### config.mk
export PLATFORM = sky130hd
export DESIGN_NAME = midi_timecode_packet_encoder_core
export DESIGN_NICKNAME = d
export VERILOG_FILES = /design/src/rtl/mtc_enc_pkg.sv /design/src/rtl/mtc_enc_time_split.sv /design/src/rtl/mtc_enc_packet_seq.sv /design/src/rtl/midi_timecode_packet_encoder_core.sv
export SDC_FILE = /design/constraint.sdc
export NUM_CORES = 2
export LEC_CHECK = 0
export ABC_AREA = 1
export BUFFER_PORTS_ARGS = -buffer_cell sky130_fd_sc_hd__buf_2
export CAP_MARGIN = 20
export CORE_MARGIN = 2
export CORE_UTILIZATION = 23
export CTS_BUF_LIST = sky130_fd_sc_hd__clkbuf_4
export DETAILED_ROUTE_END_ITERATION = 10
export GPL_TIMING_DRIVEN = 0
export PLACE_DENSITY = 0.4
export SETUP_SLACK_MARGIN = 0.1
export SYNTH_ARGS = -nofsm -noshare
export SYNTH_HDL_FRONTEND = slang
export SYNTH_SLANG_ARGS = --single-unit
### constraint.sdc
create_clock -name clk -period 7.85 [get_ports clk]
set_input_delay 0 -clock clk [delete_from_list [all_inputs] [get_ports clk]]
set_output_delay 0 -clock clk [all_outputs]
set_load 0.01 [all_outputs]
### src/rtl/mtc_enc_pkg.sv
package mtc_enc_pkg;

  localparam int unsigned MTC_FPS_DEFAULT = 30;

  // reciprocal constants for division by multiplication
  localparam int unsigned DIV1000_SHIFT = 38;
  localparam logic [28:0] RECIP_1000 = 29'(((64'd1 << DIV1000_SHIFT) + 64'd999) / 64'd1000);
  localparam int unsigned DIV60_SHIFT = 26;
  localparam logic [20:0] RECIP_60 = 21'(((64'd1 << DIV60_SHIFT) + 64'd59) / 64'd60);
  localparam int unsigned DIVFPS_SHIFT = 32;

  localparam logic [1:0] RATE_CODE = 2'd3;

  typedef enum logic [1:0] {
    CMD_QUARTER = 2'd0,
    CMD_FULL    = 2'd1,
    CMD_START   = 2'd2,
    CMD_STOP    = 2'd3
  } mtc_cmd_t;

  localparam logic [3:0] CIN_QUARTER  = 4'h2;
  localparam logic [3:0] CIN_SYSEX    = 4'h4;
  localparam logic [3:0] CIN_SYSEX_E1 = 4'h5;
  localparam logic [3:0] CIN_REALTIME = 4'hF;

  localparam logic [7:0] ST_QUARTER = 8'hF1;
  localparam logic [7:0] ST_SYSEX   = 8'hF0;
  localparam logic [7:0] ST_UNIV_RT = 8'h7F;
  localparam logic [7:0] ST_EOX     = 8'hF7;
  localparam logic [7:0] ST_START   = 8'hFA;
  localparam logic [7:0] ST_STOP    = 8'hFC;
  localparam logic [7:0] SX_MTC     = 8'h01;
  localparam logic [7:0] SX_FULL    = 8'h01;

  typedef struct packed {
    logic [4:0] hours;
    logic [5:0] minutes;
    logic [5:0] seconds;
    logic [4:0] frames;
  } mtc_time_t;

  typedef struct packed {
    mtc_cmd_t  cmd;
    mtc_time_t tc;
  } mtc_item_t;

  typedef struct packed {
    logic [3:0] cable_header;
    logic [7:0] status_byte;
    logic [7:0] data_one;
    logic [7:0] data_two;
    logic       last;
  } mtc_pkt_t;

  function automatic mtc_pkt_t mtc_packet(mtc_cmd_t cmd, logic [2:0] idx, mtc_time_t tc);
    mtc_pkt_t   p;
    logic [3:0] nib;
    p   = '0;
    nib = '0;
    unique case (cmd)
      CMD_QUARTER: begin
        case (idx)
          3'd0:    nib = tc.frames[3:0];
          3'd1:    nib = {3'b000, tc.frames[4]};
          3'd2:    nib = tc.seconds[3:0];
          3'd3:    nib = {2'b00, tc.seconds[5:4]};
          3'd4:    nib = tc.minutes[3:0];
          3'd5:    nib = {2'b00, tc.minutes[5:4]};
          3'd6:    nib = tc.hours[3:0];
          default: nib = {1'b0, RATE_CODE, tc.hours[4]};
        endcase
        p.cable_header = CIN_QUARTER;
        p.status_byte  = ST_QUARTER;
        p.data_one     = {1'b0, idx, nib};
        p.data_two     = '0;
        p.last         = (idx == 3'd7);
      end
      CMD_FULL: begin
        case (idx)
          3'd0: begin
            p.cable_header = CIN_SYSEX;
            p.status_byte  = ST_SYSEX;
            p.data_one     = ST_UNIV_RT;
            p.data_two     = ST_UNIV_RT;
          end
          3'd1: begin
            p.cable_header = CIN_SYSEX;
            p.status_byte  = SX_MTC;
            p.data_one     = SX_FULL;
            p.data_two     = {1'b0, RATE_CODE, tc.hours};
          end
          3'd2: begin
            p.cable_header = CIN_SYSEX;
            p.status_byte  = {2'b00, tc.minutes};
            p.data_one     = {2'b00, tc.seconds};
            p.data_two     = {3'b000, tc.frames};
          end
          default: begin
            p.cable_header = CIN_SYSEX_E1;
            p.status_byte  = ST_EOX;
            p.last         = 1'b1;
          end
        endcase
      end
      CMD_START: begin
        p.cable_header = CIN_REALTIME;
        p.status_byte  = ST_START;
        p.last         = 1'b1;
      end
      default: begin
        p.cable_header = CIN_REALTIME;
        p.status_byte  = ST_STOP;
        p.last         = 1'b1;
      end
    endcase
    return p;
  endfunction

endpackage

### src/rtl/mtc_enc_time_split.sv
module mtc_enc_time_split
  import mtc_enc_pkg::*;
#(
  parameter int unsigned FRAMES_PER_SECOND = MTC_FPS_DEFAULT
) (
  input  logic        clk,
  input  logic        rst_n,
  input  logic        in_valid,
  output logic        in_ready,
  input  mtc_cmd_t    in_cmd,
  input  logic [31:0] in_ms,
  output logic        out_valid,
  input  logic        out_ready,
  output mtc_item_t   out_item
);

  localparam logic [31:0] FPS_32    = 32'(FRAMES_PER_SECOND);
  localparam logic [4:0]  FPS_5     = 5'(FRAMES_PER_SECOND);
  localparam logic [27:0] RECIP_FPS =
    28'(((64'd1 << DIVFPS_SHIFT) + 64'(FRAMES_PER_SECOND) - 64'd1) / 64'(FRAMES_PER_SECOND));
  localparam logic [5:0]  SIXTY     = 6'd60;

  logic [5:0] v_r;
  logic [5:0] en;

  always_comb begin
    en[5] = !v_r[5] || out_ready;
    for (int i = 4; i >= 0; i--) begin
      en[i] = !v_r[i] || en[i+1];
    end
  end

  assign in_ready = en[0];

  always_ff @(posedge clk) begin
    if (!rst_n) begin
      v_r <= '0;
    end else begin
      if (en[0]) v_r[0] <= in_valid;
      for (int i = 1; i < 6; i++) begin
        if (en[i]) v_r[i] <= v_r[i-1];
      end
    end
  end

  // stage 1: ms times frame rate, wrapped to 32 bits
  mtc_cmd_t    s1_cmd_r;
  logic [31:0] s1_prod_r;
  logic [31:0] s1_prod_nxt;
  assign s1_prod_nxt = in_ms * FPS_32;

  always_ff @(posedge clk) begin
    if (en[0]) begin
      s1_cmd_r  <= in_cmd;
      s1_prod_r <= s1_prod_nxt;
    end
  end

  // stage 2: total frames = product / 1000
  mtc_cmd_t    s2_cmd_r;
  logic [22:0] s2_total_r;
  logic [60:0] s2_mul;
  assign s2_mul = 61'(s1_prod_r) * 61'(RECIP_1000);

  always_ff @(posedge clk) begin
    if (en[1]) begin
      s2_cmd_r   <= s1_cmd_r;
      s2_total_r <= s2_mul[DIV1000_SHIFT +: 23];
    end
  end

  // stage 3: whole seconds = total / fps
  mtc_cmd_t    s3_cmd_r;
  logic [22:0] s3_total_r;
  logic [18:0] s3_sec_r;
  logic [50:0] s3_mul;
  assign s3_mul = 51'(s2_total_r) * 51'(RECIP_FPS);

  always_ff @(posedge clk) begin
    if (en[2]) begin
      s3_cmd_r   <= s2_cmd_r;
      s3_total_r <= s2_total_r;
      s3_sec_r   <= s3_mul[DIVFPS_SHIFT +: 19];
    end
  end

  // stage 4: frames remainder, whole minutes
  mtc_cmd_t    s4_cmd_r;
  logic [4:0]  s4_ff_r;
  logic [18:0] s4_sec_r;
  logic [11:0] s4_min_r;
  logic [22:0] s4_fmul;
  logic [22:0] s4_fdiff;
  logic [39:0] s4_mul;
  assign s4_fmul  = 23'(s3_sec_r) * 23'(FPS_5);
  assign s4_fdiff = s3_total_r - s4_fmul;
  assign s4_mul   = 40'(s3_sec_r) * 40'(RECIP_60);

  always_ff @(posedge clk) begin
    if (en[3]) begin
      s4_cmd_r <= s3_cmd_r;
      s4_ff_r  <= s4_fdiff[4:0];
      s4_sec_r <= s3_sec_r;
      s4_min_r <= s4_mul[DIV60_SHIFT +: 12];
    end
  end

  // stage 5: seconds remainder, whole hours
  mtc_cmd_t    s5_cmd_r;
  logic [4:0]  s5_ff_r;
  logic [5:0]  s5_ss_r;
  logic [11:0] s5_min_r;
  logic [5:0]  s5_hr_r;
  logic [18:0] s5_smul;
  logic [18:0] s5_sdiff;
  logic [32:0] s5_mul;
  assign s5_smul  = 19'(s4_min_r) * 19'(SIXTY);
  assign s5_sdiff = s4_sec_r - s5_smul;
  assign s5_mul   = 33'(s4_min_r) * 33'(RECIP_60);

  always_ff @(posedge clk) begin
    if (en[4]) begin
      s5_cmd_r <= s4_cmd_r;
      s5_ff_r  <= s4_ff_r;
      s5_ss_r  <= s5_sdiff[5:0];
      s5_min_r <= s4_min_r;
      s5_hr_r  <= s5_mul[DIV60_SHIFT +: 6];
    end
  end

  // stage 6: minutes remainder, hours modulo 24
  mtc_item_t   s6_item_r;
  logic [11:0] s6_mmul;
  logic [11:0] s6_mdiff;
  logic [5:0]  s6_hh;
  assign s6_mmul  = 12'(s5_hr_r) * 12'(SIXTY);
  assign s6_mdiff = s5_min_r - s6_mmul;

  always_comb begin
    if (s5_hr_r >= 6'd48) begin
      s6_hh = s5_hr_r - 6'd48;
    end else if (s5_hr_r >= 6'd24) begin
      s6_hh = s5_hr_r - 6'd24;
    end else begin
      s6_hh = s5_hr_r;
    end
  end

  always_ff @(posedge clk) begin
    if (en[5]) begin
      s6_item_r.cmd        <= s5_cmd_r;
      s6_item_r.tc.frames  <= s5_ff_r;
      s6_item_r.tc.seconds <= s5_ss_r;
      s6_item_r.tc.minutes <= s6_mdiff[5:0];
      s6_item_r.tc.hours   <= s6_hh[4:0];
    end
  end

  assign out_valid = v_r[5];
  assign out_item  = s6_item_r;

endmodule

### src/rtl/mtc_enc_packet_seq.sv
module mtc_enc_packet_seq
  import mtc_enc_pkg::*;
(
  input  logic      clk,
  input  logic      rst_n,
  input  logic      in_valid,
  output logic      in_ready,
  input  mtc_item_t in_item,
  output logic      out_valid,
  input  logic      out_stall,
  output mtc_pkt_t  out_pkt
);

  logic       busy_r;
  mtc_item_t  item_r;
  logic [2:0] idx_r;
  logic       out_valid_r;
  mtc_pkt_t   out_pkt_r;
  mtc_pkt_t   pkt;
  logic       fire;
  logic       take;

  assign pkt      = mtc_packet(item_r.cmd, idx_r, item_r.tc);
  assign fire     = busy_r && (!out_valid_r || !out_stall);
  assign in_ready = !busy_r || (fire && pkt.last);
  assign take     = in_valid && in_ready;

  always_ff @(posedge clk) begin
    if (!rst_n) begin
      busy_r      <= 1'b0;
      idx_r       <= '0;
      out_valid_r <= 1'b0;
    end else begin
      if (take) begin
        busy_r <= 1'b1;
        idx_r  <= '0;
      end else if (fire) begin
        idx_r <= idx_r + 3'd1;
        if (pkt.last) busy_r <= 1'b0;
      end
      if (fire) begin
        out_valid_r <= 1'b1;
      end else if (out_valid_r && !out_stall) begin
        out_valid_r <= 1'b0;
      end
    end
  end

  always_ff @(posedge clk) begin
    if (fire) out_pkt_r <= pkt;
    if (take) item_r <= in_item;
  end

  assign out_valid = out_valid_r;
  assign out_pkt   = out_pkt_r;

endmodule

### src/rtl/midi_timecode_packet_encoder_core.sv
// the first packet passes the six split stages, then item_r and out_pkt_r
// throughput: one packet per cycle unless stalled; an item gives 8, 4
// or 1 packets (quarter frame, full frame, start or stop), set by u_seq
// the six-stage time split takes a new item each cycle unless it is held
// reset (synchronous, active low) clears all valid bits
module midi_timecode_packet_encoder_core
  import mtc_enc_pkg::*;
#(
  parameter int unsigned FRAMES_PER_SECOND = MTC_FPS_DEFAULT
) (
  input  logic        clk,
  input  logic        rst_n,
  input  logic        in_valid,
  output logic        in_stall,
  input  logic [1:0]  in_command,
  input  logic [31:0] in_position_ms,
  output logic        out_valid,
  input  logic        out_stall,
  output logic [3:0]  out_cable_header,
  output logic [7:0]  out_status_byte,
  output logic [7:0]  out_data_one,
  output logic [7:0]  out_data_two,
  output logic        out_last
);

  logic      split_ready;
  logic      mid_valid;
  logic      mid_ready;
  mtc_item_t mid_item;
  mtc_pkt_t  pkt;

  mtc_enc_time_split #(
    .FRAMES_PER_SECOND(FRAMES_PER_SECOND)
  ) u_split (
    .clk      (clk),
    .rst_n    (rst_n),
    .in_valid (in_valid),
    .in_ready (split_ready),
    .in_cmd   (mtc_cmd_t'(in_command)),
    .in_ms    (in_position_ms),
    .out_valid(mid_valid),
    .out_ready(mid_ready),
    .out_item (mid_item)
  );

  mtc_enc_packet_seq u_seq (
    .clk      (clk),
    .rst_n    (rst_n),
    .in_valid (mid_valid),
    .in_ready (mid_ready),
    .in_item  (mid_item),
    .out_valid(out_valid),
    .out_stall(out_stall),
    .out_pkt  (pkt)
  );

  assign in_stall         = !split_ready;
  assign out_cable_header = pkt.cable_header;
  assign out_status_byte  = pkt.status_byte;
  assign out_data_one     = pkt.data_one;
  assign out_data_two     = pkt.data_two;
  assign out_last         = pkt.last;

endmodule

* Word-level counts from Yosys, hierarchy flattened *
Cells that the tools add are included.

word-level totals
  bits in registers = 222
  logic and storage cells = 110

cells by class
  muxes and demuxes = 14
  bitwise operators = 1
  $lt $le $gt $ge = 2
  multiply operators = 8
  reductions and logical operators = 30
  add/subtract/negate cells = 6
  equality and inequality tests = 9

operators by type and width
  cell                                                                number
  multiplier 31 x 29 -> 60 bit (second input constant)                1
  multiplier 23 x 28 -> 51 bit (second input constant)                1
  one-hot mux 15 bit (3 select lines)                                 1
  multiplier 19 x 20 -> 37 bit (second input constant)                1
  one-hot mux 12 bit (3 select lines)                                 1
  multiplier 32 x 4 -> 31 bit (second input constant)                 1
  one-hot mux 16 bit (2 select lines)                                 1
  multiplier 12 x 20 -> 31 bit (second input constant)                1
  one-hot mux 4 bit (7 select lines)                                  1
  one-hot mux 9 bit (3 select lines)                                  1
  multiplier 19 x 4 -> 4 bit (second input constant)                  1
  == test 3 bit (second input constant)                               4
  multiplier 12 x 4 -> 4 bit (second input constant)                  1
  subtractor 6 bit                                                    2
  zero test 1 bit                                                     10
  two-way mux 5 bit                                                   2
  subtractor 5 bit (second input constant)                            2
  logical OR 1 bit                                                    8
  == test 3 x 2 -> 1 bit (second input constant)                      2
  greater-or-equal comparator 6 x 5 -> 1 bit (second input constant)  1
  greater-or-equal comparator 6 bit (second input constant)           1
  multiplier 6 x 4 -> 4 bit (second input constant)                   1
  two-way mux 1 bit                                                   6
  nonzero test 2 bit                                                  3
  13 further kinds                                                    16

* Depth between registers and ports, before layout *
  depth in word-level cells = 13
  gate-level depth with buffers = 26
  mapped depth without buffers = 26

* Modules after synthesis *
Synthesis repeated with hierarchy kept, for this count alone.

unflattened totals
  cells, all modules = 4785
  area, all modules = 39345.2 µm²

modules (own cells, without submodules)
  module                             sequential area each (µm²)  area an instance (µm²)  instances  cells each
  mtc_enc_time_split                 4864.7                      36894.1                 1          4570
  mtc_enc_packet_seq                 1571.5                      2447.3                  1          214
  midi_timecode_packet_encoder_core  0.0                         3.8                     1          1

* Worst setup path before layout *
No wires, ideal clock.

  path type = register -> register
  start point = reg u_split.s1_prod_r[9]
  end point = reg u_split.s2_total_r[18], data pin
  path slack = 1842 ps
  data required time = 7598 ps
  stages on the path, launching flop included = 25
  data arrival time = 5755 ps
  library setup time = 252 ps
  cells stage by stage = edfxtp_1 ha_1 fa_1 fa_1 inv_1 fa_1 inv_1 fa_1 inv_1 fa_1 inv_1 fa_1 inv_1 fa_1 inv_1 ha_1 nand2_1 inv_1 nand3_1 nor2_1 nand2_1 o211ai_1 nand2_1 nand3_1 nand2_1

on the way
  cells in the longest elaborated chain, start to end = 1

ends and longest elaborated chain
  element                       RTL line                  source
  from (decl)                   mtc_enc_time_split.sv:48  logic [31:0] s1_prod_r;
  from (signal assigned)        mtc_enc_time_split.sv:55  s1_prod_r <= s1_prod_nxt;
  multiplier 31 x 29 -> 60 bit  mtc_enc_time_split.sv:63  assign s2_mul = 61'(s1_prod_r) * 61'(RECIP_1000);
  net u_split.s2_mul[56]        mtc_enc_time_split.sv:62  logic [60:0] s2_mul;
  to (signal assigned)          mtc_enc_time_split.sv:68  s2_total_r <= s2_mul[DIV1000_SHIFT +: 23];
  to (decl)                     mtc_enc_time_split.sv:61  logic [22:0] s2_total_r;

The timed path passes the listed nets, and every way through them passes these cells.
A chain may end at the register's enable or synchronous reset.

* Worst setup path in the final report *
  start point = reg u_split.s1_prod_r[10]
  end point = reg u_split.s2_total_r[19], data pin

Same word-level chain as after synthesis.

==> impl_metrics.env <==
export IMPL_outcome="finished clean"
export IMPL_path_clk_slew_ns=0.07
export IMPL_path_max_fanout=11
export IMPL_drcViolationCount=0
export IMPL_startpoint_type="flip-flop"
export IMPL_drt_wirelength_per_cell_um=16.0
export IMPL_clkLatencyLatePin_ns=0.90
export IMPL_end_kind="flip-flop"
export IMPL_worstPathArrival_ns=7.84
export IMPL_setup_tns_ns=0
export IMPL_routed_wl_um=106000
export IMPL_crit_chain="ha_1 > fa_1 > fa_1 > inv_1 > fa_1 > inv_1 > fa_1 > fa_1 > fa_1 > inv_1 > fa_1 > inv_1 > ha_1 > nand2_1 > nor2_1 > nand2_1 > nor2_1 > nand2_1 > nand3_1 > nand3_1 > nand3_1 > nand2_1"
export IMPL_grt_max_degree=36
export IMPL_rsz0062_at_grt="no"
export IMPL_synth_distinct_cells=52
export IMPL_cts_setup_buffers=0
export IMPL_cts_root_buf="clkbuf_4"
export IMPL_cts_htree_levels=3
export IMPL_yosysWarnings=0
export IMPL_drtIter0Drc=1256
export IMPL_gp_congestion=0.883
export IMPL_required_ns=8.45
export IMPL_min_period_ns=7.24
export IMPL_endpoint="u_split.s2_total_r[19]"
export IMPL_rrSetupSlack_ns=0.61
export IMPL_layout_drive_gt1_share_pct=4.80
export IMPL_slowest_stage="edfxtp_1"
export IMPL_rows=147
export IMPL_cts_tree="yes"
export IMPL_whs_ns=0.0776
export IMPL_relSlewSlack_pct=35.4
export IMPL_async_flop_share_pct=0
export IMPL_ys_ff_latch=218
export IMPL_max_stage_delay_ns=0.98
export IMPL_vias=27900
export IMPL_final_hold_violation_count=0
export IMPL_clkSinkCount=218
export IMPL_crit_start="u_split.s1_prod_r[10]"
export IMPL_r2r_end="u_split.s2_total_r[19]"
export IMPL_yosysSeqAreaShare_pct=17.2
export IMPL_worst_setup_path_type="flip-flop to flip-flop"
export IMPL_io_pins=69
export IMPL_synth_ff_type="edfxtp_1"
export IMPL_nets=5663
export IMPL_fmax_mhz=138
export IMPL_die_x_um=407
export IMPL_cts_buffers=67
export IMPL_initial_utilization_pct=23.2
export IMPL_cts_hold_fix_buffers=56
export IMPL_die_area_mm2=0.166
export IMPL_synth_enable_flop_cells=207
export IMPL_reg2regPathDepth=22
export IMPL_syn_area_mm2=0.0374
export IMPL_grt_pass1_wl_um=170000
export IMPL_fp_dieH_um=407
export IMPL_grt_util_all_layers_pct=13.1
export IMPL_cts_resized_gates=0
export IMPL_syn_inst=4214
export IMPL_cpMostUsedCell="fa_1"
export IMPL_core_area_mm2=0.161
export IMPL_finalSetupViolCount=0
export IMPL_reg2reg_from="u_split.s1_prod_r[10]"
export IMPL_hold_class="primary input to flip-flop"
export IMPL_hpwl_um=93600
export IMPL_place_port_buffers=65
export IMPL_antenna_found_initial=3
export IMPL_area_delta_synth_final_pct=12.3
export IMPL_syn_area_per_cell_um2=8.87
export IMPL_grt_pass1_vias=29900
export IMPL_fin_crit_sh_pct=92.2
export IMPL_worstMarginPinSlew_ns=0.968
export IMPL_skew_ns=0.0575
export IMPL_drv_cap=0
export IMPL_slew_violations=0
export IMPL_via_per_inst=4.20
export IMPL_grt_overflow=0
export IMPL_ant_nets=0
export IMPL_first_pass_iters=6
export IMPL_cts_buffer_depth=3
[placed cells by master, fill, tap and decap left out, drive strengths merged, types with 2 or more instances in the layout]
cell type | Yosys | final
nand3b | 2 | 2
o21bai | 38 | 38
a21o | 18 | 18
conb | 1 | 2
clkbuf | 0 | 96
nand2 | 621 | 621
o31ai | 3 | 3
o21ai | 161 | 161
and2 | 3 | 3
clkinv | 1 | 20
buf | 6 | 75
or2 | 6 | 6
a21oi | 240 | 240
nor4 | 18 | 18
o22ai | 5 | 5
o21a | 12 | 12
a31oi | 6 | 6
dlygate4sd3 | 0 | 56
fa | 467 | 467
edfxtp | 207 | 207
nor2 | 279 | 279
nand4 | 42 | 42
dfxtp | 11 | 11
inv | 1046 | 1048
bufinv | 0 | 2
o221ai | 4 | 4
nand3 | 134 | 134
a21boi | 12 | 12
nor3 | 42 | 42
a211oi | 2 | 2
diode | 0 | 8
xor2 | 49 | 49
o211ai | 4 | 4
ha | 749 | 749
xnor2 | 18 | 18
[kinds of logic (layout without fill, tap and decap cells)]
logic type                 after synthesis  after routing  synth area share [%]
adders and majority gates             1216           1216                  50.1
and+or+nand+nor                       1149           1149                  12.9
buffers and inverters                 1054           1298                  10.6
AOI/OAI and AO/OA                      508            508                  7.55
DFF                                    218            218                  17.2
xor gates and xnor gates                67             67                  1.57
other                                    1             10                0.0100
muxes                                    1              1                0.0268
[synthesized netlist by cell type, drive strengths merged (2+ instances only)]
cell type | instances | area [um^2]
o21ai | 161 | 817
xnor2 | 18 | 158
nand2 | 621 | 2350
xor2 | 49 | 429
inv | 1046 | 3930
edfxtp | 207 | 6220
a21o | 18 | 135
o21bai | 38 | 285
o21a | 12 | 90.1
o211ai | 4 | 30.0
a21oi | 240 | 1210
dfxtp | 11 | 220
fa | 467 | 9350
ha | 749 | 9370
o22ai | 5 | 31.3
nor3 | 42 | 210
and2 | 3 | 18.8
nor2 | 279 | 1070
nor4 | 18 | 125
nand4 | 42 | 293
a21boi | 12 | 90.1
nand3b | 2 | 15.0
or2 | 6 | 37.5
buf | 6 | 40.0
nand3 | 134 | 688
a211oi | 2 | 15.0
o31ai | 3 | 22.5
a31oi | 6 | 37.5
o221ai | 4 | 35.0
[per-layer routing]
| metal | track usage (%) | up-vias | routed length [um] |
|---|---|---|---|
| met4 | 2.76 | 2 | 1750 |
| li1 | - | 13900 | - |
| met5 | 0 | - | 11 |
| met1 | 18.3 | 13400 | 52200 |
| met2 | 21.5 | 428 | 48200 |
| met3 | 1.63 | 91 | 3620 |
[worst min path at each step]
stage	start	to	slack (ns)	cells after the start
detailed placement	in_command[1]	u_split.s1_cmd_r[1]	0.29	1
floorplan	in_command[0]	u_split.s1_cmd_r[0]	0.1	0
global placement	in_position_ms[0]	u_split.s1_prod_r[1]	0.28	1
finish	in_position_ms[11]	u_split.s1_prod_r[13]	0.08	5
global route	in_position_ms[11]	u_split.s1_prod_r[13]	0.10	5
CTS	in_position_ms[11]	u_split.s1_prod_r[13]	0.01	5
[critical path: cells and delay by family (launching register included)]
kind          cells  cell delay (ns)
buf+inv           4             0.23
simple gates      9             1.43
flops             1             0.98
fa+ha+maj         9             4.28
[sequential cells by signal, summed over array words and instances (netlist names), 2 cells and up]
register            flops
u_split.s5_min_r        6
u_seq.out_pkt          25
u_split.s2_cmd_r        2
u_split.s4_cmd_r        2
u_split.s1_prod_r      31
u_split.s4_min_r       12
u_split.s1_cmd_r        2
u_split.s3_sec_r       19
u_split.s2_total_r     23
u_split.s5_ff_r         5
u_split.s4_ff_r         5
u_split.v_r             6
u_split.s5_hr_r         6
u_split.s3_cmd_r        2
u_seq.item_r           24
u_split.s5_ss_r         6
u_split.out_item       24
u_split.s5_cmd_r        2
u_seq.idx_r             3
u_split.s3_total_r      5
u_split.s4_sec_r        6
[cell type report]
cell class	instances	area, um^2
clock inverters	23	165
well taps	2160	2700
multi-input cells	2943	27000
inverters	1047	3930
plain buffers	7	48.8
flip-flops and latches	218	6440
fillers	17600	119000
diodes	8	20.0
clock buffers	96	721
repair buffers	125	983
[through the flow]
| step | area (um^2) | setup slack [ns] | util [%] | std cells |
|---|---|---|---|---|
| 2_1_floorplan | 37400 | 1.84 | - | 4215 |
| 3_3_place_gp | 40400 | 0.629 | 25.1 | 6440 |
| 3_5_place_dp | 40500 | 0.640 | 25.1 | 6442 |
| 4_1_cts | 41900 | 0.606 | 26.0 | 6617 |
| 5_1_grt | 42000 | 0.255 | 26.1 | 6626 |
| 6_report | 42000 | 0.613 | 26.1 | 6627 |
Power is not shown: default switching activity piles up to over one toggle a cycle in this logic, so the estimate is an artifact.
